--- src/design/rcbp_pkg.sv ---
// ----------------------------------------------------------------------------
// rcbp_pkg
// shared types and codes of the reference-counted buffer pool
// ----------------------------------------------------------------------------
package rcbp_pkg;

  localparam int ID_W           = 6;
  localparam int MAX_BUFFERS    = 1 << ID_W;
  localparam int POOL_W         = 7;
  localparam int COUNT_BITS_DEF = 8;
  localparam int STATUS_W       = 3;
  localparam int NEW_COUNT_W    = 8;
  localparam int OP_W           = 2;

  // operation codes
  localparam logic [OP_W-1:0] OP_GET     = 2'd0;
  localparam logic [OP_W-1:0] OP_RETAIN  = 2'd1;
  localparam logic [OP_W-1:0] OP_RELEASE = 2'd2;

  // result status codes
  localparam logic [STATUS_W-1:0] ST_OK           = 3'd0;
  localparam logic [STATUS_W-1:0] ST_EMPTY        = 3'd1;
  localparam logic [STATUS_W-1:0] ST_NOT_HELD     = 3'd2;
  localparam logic [STATUS_W-1:0] ST_FREE_RELEASE = 3'd3;
  localparam logic [STATUS_W-1:0] ST_FULL         = 3'd4;

  typedef struct packed {
    logic [OP_W-1:0] operation;
    logic [ID_W-1:0] buffer_id;
  } rcbp_in_t;

  typedef struct packed {
    logic [STATUS_W-1:0]    status;
    logic [ID_W-1:0]        granted_id;
    logic [NEW_COUNT_W-1:0] new_count;
    logic                   recycled;
    logic [POOL_W-1:0]      free_count;
  } rcbp_out_t;

endpackage

--- src/design/rcbp_ram.sv ---
// ----------------------------------------------------------------------------
// rcbp_ram
// single write port, single read port memory with registered read data
// ----------------------------------------------------------------------------
module rcbp_ram #(
  parameter int WIDTH = rcbp_pkg::COUNT_BITS_DEF,
  parameter int DEPTH = rcbp_pkg::MAX_BUFFERS
) (
  input  logic                     clk,
  input  logic                     wr_en,
  input  logic [$clog2(DEPTH)-1:0] wr_addr,
  input  logic [WIDTH-1:0]         wr_data,
  input  logic                     rd_en,
  input  logic [$clog2(DEPTH)-1:0] rd_addr,
  output logic [WIDTH-1:0]         rd_data
);

  logic [WIDTH-1:0] mem [DEPTH];
  logic [WIDTH-1:0] rd_data_r;

  always_ff @(posedge clk) begin
    if (wr_en) begin
      mem[wr_addr] <= wr_data;
    end
  end

  always_ff @(posedge clk) begin
    if (rd_en) begin
      rd_data_r <= mem[rd_addr];
    end
  end

  assign rd_data = rd_data_r;

endmodule

--- src/design/refcounted_buffer_pool.sv ---
// an accepted beat sits in the operation stage until the output register is free
// one beat per cycle unless the output stalls; counts and free ring are read as a
// beat is accepted and written back with forwarding into the next read
// reset and every pool size write start a clearing pass over all MAX_BUFFERS entries
// that fills the free ring and zeroes the counts; no beat is taken during it
// ----------------------------------------------------------------------------
// refcounted_buffer_pool
// buffer pool with a fifo free ring and a reference count per buffer
// ----------------------------------------------------------------------------
module refcounted_buffer_pool #(
  parameter int COUNT_BITS = rcbp_pkg::COUNT_BITS_DEF
) (
  input  logic                          clk,
  input  logic                          rst_n,
  input  logic                          in_valid,
  output logic                          in_ready,
  input  rcbp_pkg::rcbp_in_t            in_data,
  output logic                          out_valid,
  input  logic                          out_ready,
  output rcbp_pkg::rcbp_out_t           out_data,
  input  logic                          cfg_wr_en,
  input  logic [rcbp_pkg::POOL_W-1:0]   cfg_wr_data
);

  import rcbp_pkg::*;

  // clearing pass
  logic              sweep_r, sweep_nxt;
  logic [ID_W-1:0]   sweep_idx_r, sweep_idx_nxt;

  // ring and pool state
  logic [POOL_W-1:0] pool_size_r, pool_size_nxt;
  logic [ID_W-1:0]   head_r, head_nxt;
  logic [ID_W-1:0]   tail_r, tail_nxt;
  logic [POOL_W-1:0] free_total_r, free_total_nxt;
  logic [POOL_W-1:0] cfg_size;

  // operation stage
  logic              s1_valid_r, s1_valid_nxt;
  logic [OP_W-1:0]   s1_op_r;
  logic [ID_W-1:0]   s1_id_r;
  logic              s1_fire;
  logic              in_accept;
  logic              in_pool;

  // forwarding of write-back into the following read
  logic              fwd_cnt_hit_r;
  logic [COUNT_BITS-1:0] fwd_cnt_r;
  logic              fwd_ring_hit_r;
  logic [ID_W-1:0]   fwd_ring_r;

  // memory ports
  logic                  cnt_we;
  logic [ID_W-1:0]       cnt_waddr;
  logic [COUNT_BITS-1:0] cnt_wdata;
  logic [COUNT_BITS-1:0] cnt_rdata;
  logic                  ring_we;
  logic [ID_W-1:0]       ring_waddr;
  logic [ID_W-1:0]       ring_wdata;
  logic [ID_W-1:0]       ring_rdata;

  // operation write requests
  logic                  op_cnt_we;
  logic [ID_W-1:0]       op_cnt_addr;
  logic [COUNT_BITS-1:0] op_cnt_data;
  logic                  op_ring_we;

  logic [COUNT_BITS-1:0] cnt_cur;
  logic [ID_W-1:0]       ring_cur;
  logic [COUNT_BITS-1:0] res_cnt;
  logic [COUNT_BITS+NEW_COUNT_W-1:0] res_cnt_ext;
  rcbp_out_t             res;

  logic                  out_valid_r, out_valid_nxt;
  rcbp_out_t             out_data_r;

  function automatic logic [ID_W-1:0] ring_next(input logic [ID_W-1:0] p,
                                                input logic [POOL_W-1:0] size);
    logic [POOL_W-1:0] inc;
    inc = {1'b0, p} + POOL_W'(1);
    return (inc >= size) ? '0 : inc[ID_W-1:0];
  endfunction

  assign s1_fire   = s1_valid_r && (!out_valid_r || out_ready);
  assign in_ready  = !sweep_r && (!s1_valid_r || s1_fire);
  assign in_accept = in_valid && in_ready;
  assign in_pool   = {1'b0, s1_id_r} < pool_size_r;
  assign cnt_cur   = fwd_cnt_hit_r ? fwd_cnt_r : cnt_rdata;
  assign ring_cur  = fwd_ring_hit_r ? fwd_ring_r : ring_rdata;

  always_comb begin
    priority if (cfg_wr_data == '0) begin
      cfg_size = POOL_W'(1);
    end else if (cfg_wr_data > POOL_W'(MAX_BUFFERS)) begin
      cfg_size = POOL_W'(MAX_BUFFERS);
    end else begin
      cfg_size = cfg_wr_data;
    end
  end

  // operation evaluation
  always_comb begin
    head_nxt       = head_r;
    tail_nxt       = tail_r;
    free_total_nxt = free_total_r;
    op_cnt_we      = 1'b0;
    op_cnt_addr    = s1_id_r;
    op_cnt_data    = cnt_cur;
    op_ring_we     = 1'b0;
    res_cnt        = '0;
    res.status     = ST_OK;
    res.granted_id = s1_id_r;
    res.recycled   = 1'b0;
    unique case (s1_op_r)
      OP_GET: begin
        res.granted_id = '0;
        if (free_total_r == '0) begin
          res.status = ST_EMPTY;
        end else begin
          res.granted_id = ring_cur;
          res_cnt        = COUNT_BITS'(1);
          op_cnt_we      = s1_fire;
          op_cnt_addr    = ring_cur;
          op_cnt_data    = COUNT_BITS'(1);
          if (s1_fire) begin
            head_nxt       = ring_next(head_r, pool_size_r);
            free_total_nxt = free_total_r - POOL_W'(1);
          end
        end
      end
      OP_RETAIN: begin
        priority if (!in_pool || cnt_cur == '0) begin
          res.status = ST_NOT_HELD;
        end else if (cnt_cur == '1) begin
          res.status = ST_FULL;
          res_cnt    = cnt_cur;
        end else begin
          res_cnt     = cnt_cur + COUNT_BITS'(1);
          op_cnt_we   = s1_fire;
          op_cnt_data = cnt_cur + COUNT_BITS'(1);
        end
      end
      OP_RELEASE: begin
        priority if (!in_pool) begin
          res.status = ST_NOT_HELD;
        end else if (cnt_cur == '0) begin
          res.status = ST_FREE_RELEASE;
        end else begin
          res_cnt     = cnt_cur - COUNT_BITS'(1);
          op_cnt_we   = s1_fire;
          op_cnt_data = cnt_cur - COUNT_BITS'(1);
          if (res_cnt == '0 && free_total_r < pool_size_r) begin
            res.recycled = 1'b1;
            op_ring_we   = s1_fire;
            if (s1_fire) begin
              tail_nxt       = ring_next(tail_r, pool_size_r);
              free_total_nxt = free_total_r + POOL_W'(1);
            end
          end
        end
      end
      default: begin
        res_cnt = in_pool ? cnt_cur : '0;
      end
    endcase
    res_cnt_ext    = {{NEW_COUNT_W{1'b0}}, res_cnt};
    res.new_count  = res_cnt_ext[NEW_COUNT_W-1:0];
    res.free_count = (free_total_r == '0 && s1_op_r == OP_GET) ? free_total_r
                                                              : free_total_nxt;
    pool_size_nxt  = pool_size_r;
    if (cfg_wr_en) begin
      pool_size_nxt  = cfg_size;
      head_nxt       = '0;
      tail_nxt       = '0;
      free_total_nxt = cfg_size;
    end
  end

  // memory write selection
  always_comb begin
    if (sweep_r) begin
      cnt_we     = 1'b1;
      cnt_waddr  = sweep_idx_r;
      cnt_wdata  = '0;
      ring_we    = 1'b1;
      ring_waddr = sweep_idx_r;
      ring_wdata = sweep_idx_r;
    end else begin
      cnt_we     = op_cnt_we;
      cnt_waddr  = op_cnt_addr;
      cnt_wdata  = op_cnt_data;
      ring_we    = op_ring_we;
      ring_waddr = tail_r;
      ring_wdata = s1_id_r;
    end
  end

  always_comb begin
    sweep_nxt     = sweep_r;
    sweep_idx_nxt = sweep_idx_r;
    if (cfg_wr_en) begin
      sweep_nxt     = 1'b1;
      sweep_idx_nxt = '0;
    end else if (sweep_r) begin
      sweep_idx_nxt = sweep_idx_r + ID_W'(1);
      if (sweep_idx_r == ID_W'(MAX_BUFFERS - 1)) begin
        sweep_nxt = 1'b0;
      end
    end
  end

  always_comb begin
    s1_valid_nxt  = in_accept || (s1_valid_r && !s1_fire);
    out_valid_nxt = s1_fire || (out_valid_r && !out_ready);
  end

  always_ff @(posedge clk) begin
    if (!rst_n) begin
      sweep_r        <= 1'b1;
      sweep_idx_r    <= '0;
      pool_size_r    <= POOL_W'(MAX_BUFFERS);
      head_r         <= '0;
      tail_r         <= '0;
      free_total_r   <= POOL_W'(MAX_BUFFERS);
      s1_valid_r     <= 1'b0;
      out_valid_r    <= 1'b0;
      fwd_cnt_hit_r  <= 1'b0;
      fwd_ring_hit_r <= 1'b0;
    end else begin
      sweep_r        <= sweep_nxt;
      sweep_idx_r    <= sweep_idx_nxt;
      pool_size_r    <= pool_size_nxt;
      head_r         <= head_nxt;
      tail_r         <= tail_nxt;
      free_total_r   <= free_total_nxt;
      s1_valid_r     <= s1_valid_nxt;
      out_valid_r    <= out_valid_nxt;
      if (in_accept) begin
        fwd_cnt_hit_r  <= cnt_we && (cnt_waddr == in_data.buffer_id);
        fwd_ring_hit_r <= ring_we && (ring_waddr == head_nxt);
      end
    end
  end

  always_ff @(posedge clk) begin
    if (in_accept) begin
      s1_op_r    <= in_data.operation;
      s1_id_r    <= in_data.buffer_id;
      fwd_cnt_r  <= cnt_wdata;
      fwd_ring_r <= ring_wdata;
    end
    if (s1_fire) begin
      out_data_r <= res;
    end
  end

  rcbp_ram #(
    .WIDTH (COUNT_BITS),
    .DEPTH (MAX_BUFFERS)
  ) u_count_ram (
    .clk     (clk),
    .wr_en   (cnt_we),
    .wr_addr (cnt_waddr),
    .wr_data (cnt_wdata),
    .rd_en   (in_accept),
    .rd_addr (in_data.buffer_id),
    .rd_data (cnt_rdata)
  );

  rcbp_ram #(
    .WIDTH (ID_W),
    .DEPTH (MAX_BUFFERS)
  ) u_ring_ram (
    .clk     (clk),
    .wr_en   (ring_we),
    .wr_addr (ring_waddr),
    .wr_data (ring_wdata),
    .rd_en   (in_accept),
    .rd_addr (head_nxt),
    .rd_data (ring_rdata)
  );

  assign out_valid = out_valid_r;
  assign out_data  = out_data_r;

  a_free_bound: assert property (@(posedge clk) disable iff (!rst_n)
    free_total_r <= pool_size_r)
    else $error("free total above pool size");

  a_ptr_bound: assert property (@(posedge clk) disable iff (!rst_n)
    ({1'b0, head_r} < pool_size_r) && ({1'b0, tail_r} < pool_size_r))
    else $error("ring pointer beyond pool");

  a_ring_ends: assert property (@(posedge clk) disable iff (!rst_n)
    (free_total_r == '0 || free_total_r == pool_size_r) |-> head_r == tail_r)
    else $error("ring pointers disagree with free total");

  a_recycle: assert property (@(posedge clk) disable iff (!rst_n)
    (out_valid_r && out_data_r.recycled) |->
      (out_data_r.new_count == '0 && out_data_r.status == ST_OK))
    else $error("recycled beat with nonzero count or error status");

endmodule
--- config.mk ---
export PLATFORM = sky130hd
export DESIGN_NAME = refcounted_buffer_pool
export DESIGN_NICKNAME = d
export VERILOG_FILES = /design/src/design/rcbp_pkg.sv /design/src/design/rcbp_ram.sv /design/src/design/refcounted_buffer_pool.sv
export SDC_FILE = /design/constraint.sdc
export NUM_CORES = 1
export LEC_CHECK = 0
export BUFFER_PORTS_ARGS = -buffer_cell sky130_fd_sc_hd__buf_2
export CAP_MARGIN = 20
export CORE_MARGIN = 3
export CORE_UTILIZATION = 50
export CTS_CLUSTER_DIAMETER = 150
export DETAILED_ROUTE_END_ITERATION = 8
export PLACE_DENSITY = 0.65
export SLEW_MARGIN = 25
export SYNTH_ARGS = -nofsm -noshare
export SYNTH_HDL_FRONTEND = slang
export SYNTH_HIERARCHICAL = 1
export SYNTH_SLANG_ARGS = --single-unit
--- constraint.sdc ---
create_clock -name clk -period 6.25 [get_ports clk]
set_input_delay 0 -clock clk [delete_from_list [all_inputs] [get_ports clk]]
set_output_delay 0 -clock clk [all_outputs]
set_load 0.01 [all_outputs]
==> flow_summary.yaml <==
run_status:
  status: "completed"
clock_tree:
  cts_tree: "built"
  cts.clk_slew.worst_paths_ps: 60
  htreeDepth: 3
  cts_buffers: 100
  cts.repair.resized: 0
  cts_sinks: 994
  cts-root-buf: "clkbuf_16"
  max-clock-path-buffers: 3
  clk_latency_ps: 660
critical_path:
  cp_num_buf_inv: 1
  critPathRequiredTime_ps: 6670
  arrival_ps: 5470
  max_stage_delay_ps: 600
  crit_path_cell_trace: "ha_1, nand3_1, or2_2, nand2_1, ha_1, a211oi_1, nor2_1, a211o_1, or3_1, a21oi_4, buf_12, mux4_1, nor2b_1, a211oi_1, a21oi_1, a32o_1"
  crit_path_start_kind: "flop"
  critPathCaptureType: "flop"
  path_delay_family: "compound AO/OA/AOI/OAI gates"
  critPathSlowestCell: "mux4_1"
  cp_max_fo: 54
  path_class: "reg -> reg"
final_layout:
  seqCellArea_um2: 29500
  nNetsFinal: 2470
  area_growth_pct: 12.4
  diodes: 0
  multi_input_comb_area_um2: 11400
  drive_gt1_frac: 0.220
  post-route-util: 0.567
  fillers: 6154
sta:
  skew_ps: 34.9
  slew_headroom: 0.302
  finalMaxSlewViolations: 0
  finalHoldViolations: 0
  layout_min_cycle_time_ps: 5050
  timing.setup.tns_ps: 0
  rsz0062_at_grt: "false"
  max_clock_freq_mhz: 198
  worst_slew_pin_slew_ps: 1020
  setup_viol: 0
  min_period_over_period: 0.809
logic_synthesis:
  synth_fa_ha_area_frac: 0.0105
  synth-edff-count: 957
  synth_mux_area_frac: 0.142
  seq_area_frac_synth: 0.710
  ys.flop_type: "edfxtp_1"
  synth_top_family_by_area: "multiplexers"
  yosys.area_share.simple: 0.0633
  avgSynthCellArea_um2: 17.9
  syn_inst: 2318
  ys.warnings.count: 6
  ys_types: 97
  synth_seq_cells: 994
  synth-compound-area-share: 0.0486
  synthArstFlopShare: 0
  syn_nets: 2373
  netlist_area_um2: 41500
  synthXorXnorAreaFrac: 0.00566
power:
  ir_drop_mv: 0.275
  p_per_area_nw_per_um2: 291
  p_leak_nw: 14.0
floorplanning:
  coreArea_um2: 82200
  initial_utilization: 0.505
  io_pins: 47
  chipWidth_um: 294
  die_height_um: 294
  rows: 105
  dieArea_um2: 86600
grt:
  grt_first_pass_wirelength_um: 140000
  grt_max_degree: 89
  grt_usage: 0.215
  grt_overflow: 0
  antenna_found_initial: 0
  grt_pass1_vias: 22200
route:
  vias_per_cell: 6.22
  drt_wl_total_um: 92500
  drc: 0
  final_antenna_net_count: 0
  drtIter0Drc: 2383
  dr.pass1.iters: 6
  vias: 22205
  routedWlPerCell_um: 25.9
placed_design:
  finalWeightedCongestion: 0.894
  numPortBuffers: 46
  place_hpwl_um: 56900
job:
  max_cap_viol_count: 0
hold_path:
  hold_class: "in -> reg"
## where the power goes
group	internal, mW	switching, mW
Sequential	7.23	0.0111
Clock	3.55	2.50
Combinational	0.118	0.200
## path summary, 6_finish.rpt
check                 startpoint                     to  slack, ps  cells after the start
hold reg to reg   pool_size_r[5]         pool_size_r[5]        480                      2
hold / removal        in_data[3]             s1_id_r[3]         60                      1
setup reg to reg       head_r[0]  u_ring_ram/rd_data[2]       1200                     16
setup / recovery       head_r[0]  u_ring_ram/rd_data[2]       1200                     16
## cell usage in the layout (no fill, tap or decap), drive strengths merged, types with 54 or more instances in the layout
master    n
edfxtp  957
mux4    219
nor2    199
clkbuf  120
buf      96
nand2    84
mux2i    59
nand3    57
o21ai    56
a21oi    54
## synthesized netlist by cell type (32+ instances only)
cell        n  area [µm²]
inv_1      32         120
a21oi_1    53         265
nand3_1    55         275
o21ai_0    40         200
nor2_1    195         732
nand2_1    84         315
edfxtp_1  957       28700
clkbuf_1   51         191
mux2i_1    56         561
ha_1       35         438
dfxtp_1    37         741
buf_2      35         175
mux4_2    213        4800
## routing by layer
layer,vias to the layer above,part of all wire,global-route usage
li1,9638,-,-
met1,11499,0.42,0.306
met2,896,0.48,0.344
met3,172,0.066,0.0324
met4,0,0.032,0.0705
met5,-,0,0
## registers in the layout (all words and copies together) (netlist names), 7 cells and up
name / count
u_ring_ram/mem: 384
u_count_ram/rd_data: 8
out_data: 25
u_count_ram/mem: 512
fwd_cnt_r: 8
free_total_r: 7
pool_size_r: 7
## layout make-up
type | instances | share of cell area
timing repair buffer | 119 | 0.0197
multi-input combinational | 1167 | 0.245
clock buffer | 119 | 0.0561
inverter | 33 | 0.00265
clock inverter | 68 | 0.0161
tap | 1070 | 0.0287
sequential | 994 | 0.632
## metrics by stage
stage | hold slack (ps) | worst slack [ps] | area [µm²] | total power, mW | cells
floorplan | 98.9 | 1280 | 41500 | 7.59 | 2318
global placement | 179 | 1280 | 43000 | 7.68 | 3360
detailed placement | 181 | 1200 | 43000 | 7.68 | 3360
CTS | 22.2 | 1190 | 46600 | 13.7 | 3569
global route | 56.8 | 892 | 46700 | 14.0 | 3570
finish | 64.7 | 1200 | 46700 | 13.6 | 3570
## cell families (layout without fill, tap and decap cells)
logic type | Yosys count | after routing
muxes | 305 | 305
buffers and inverters | 157 | 339
DFF | 994 | 994
xor gates and xnor gates | 26 | 26
adders and majority gates | 35 | 35
and+or+nand+nor | 515 | 515
AOI/OAI and AO/OA | 286 | 286
## what timing repair did
| item | in CTS | in global routing |
|---|---|---|
| setup buffers | 0 | 0 |
| endpoints found under the hold margin | 35 | 0 |
| hold buffers | 22 | 0 |
Note: power is estimated with default switching activity, not from simulation.
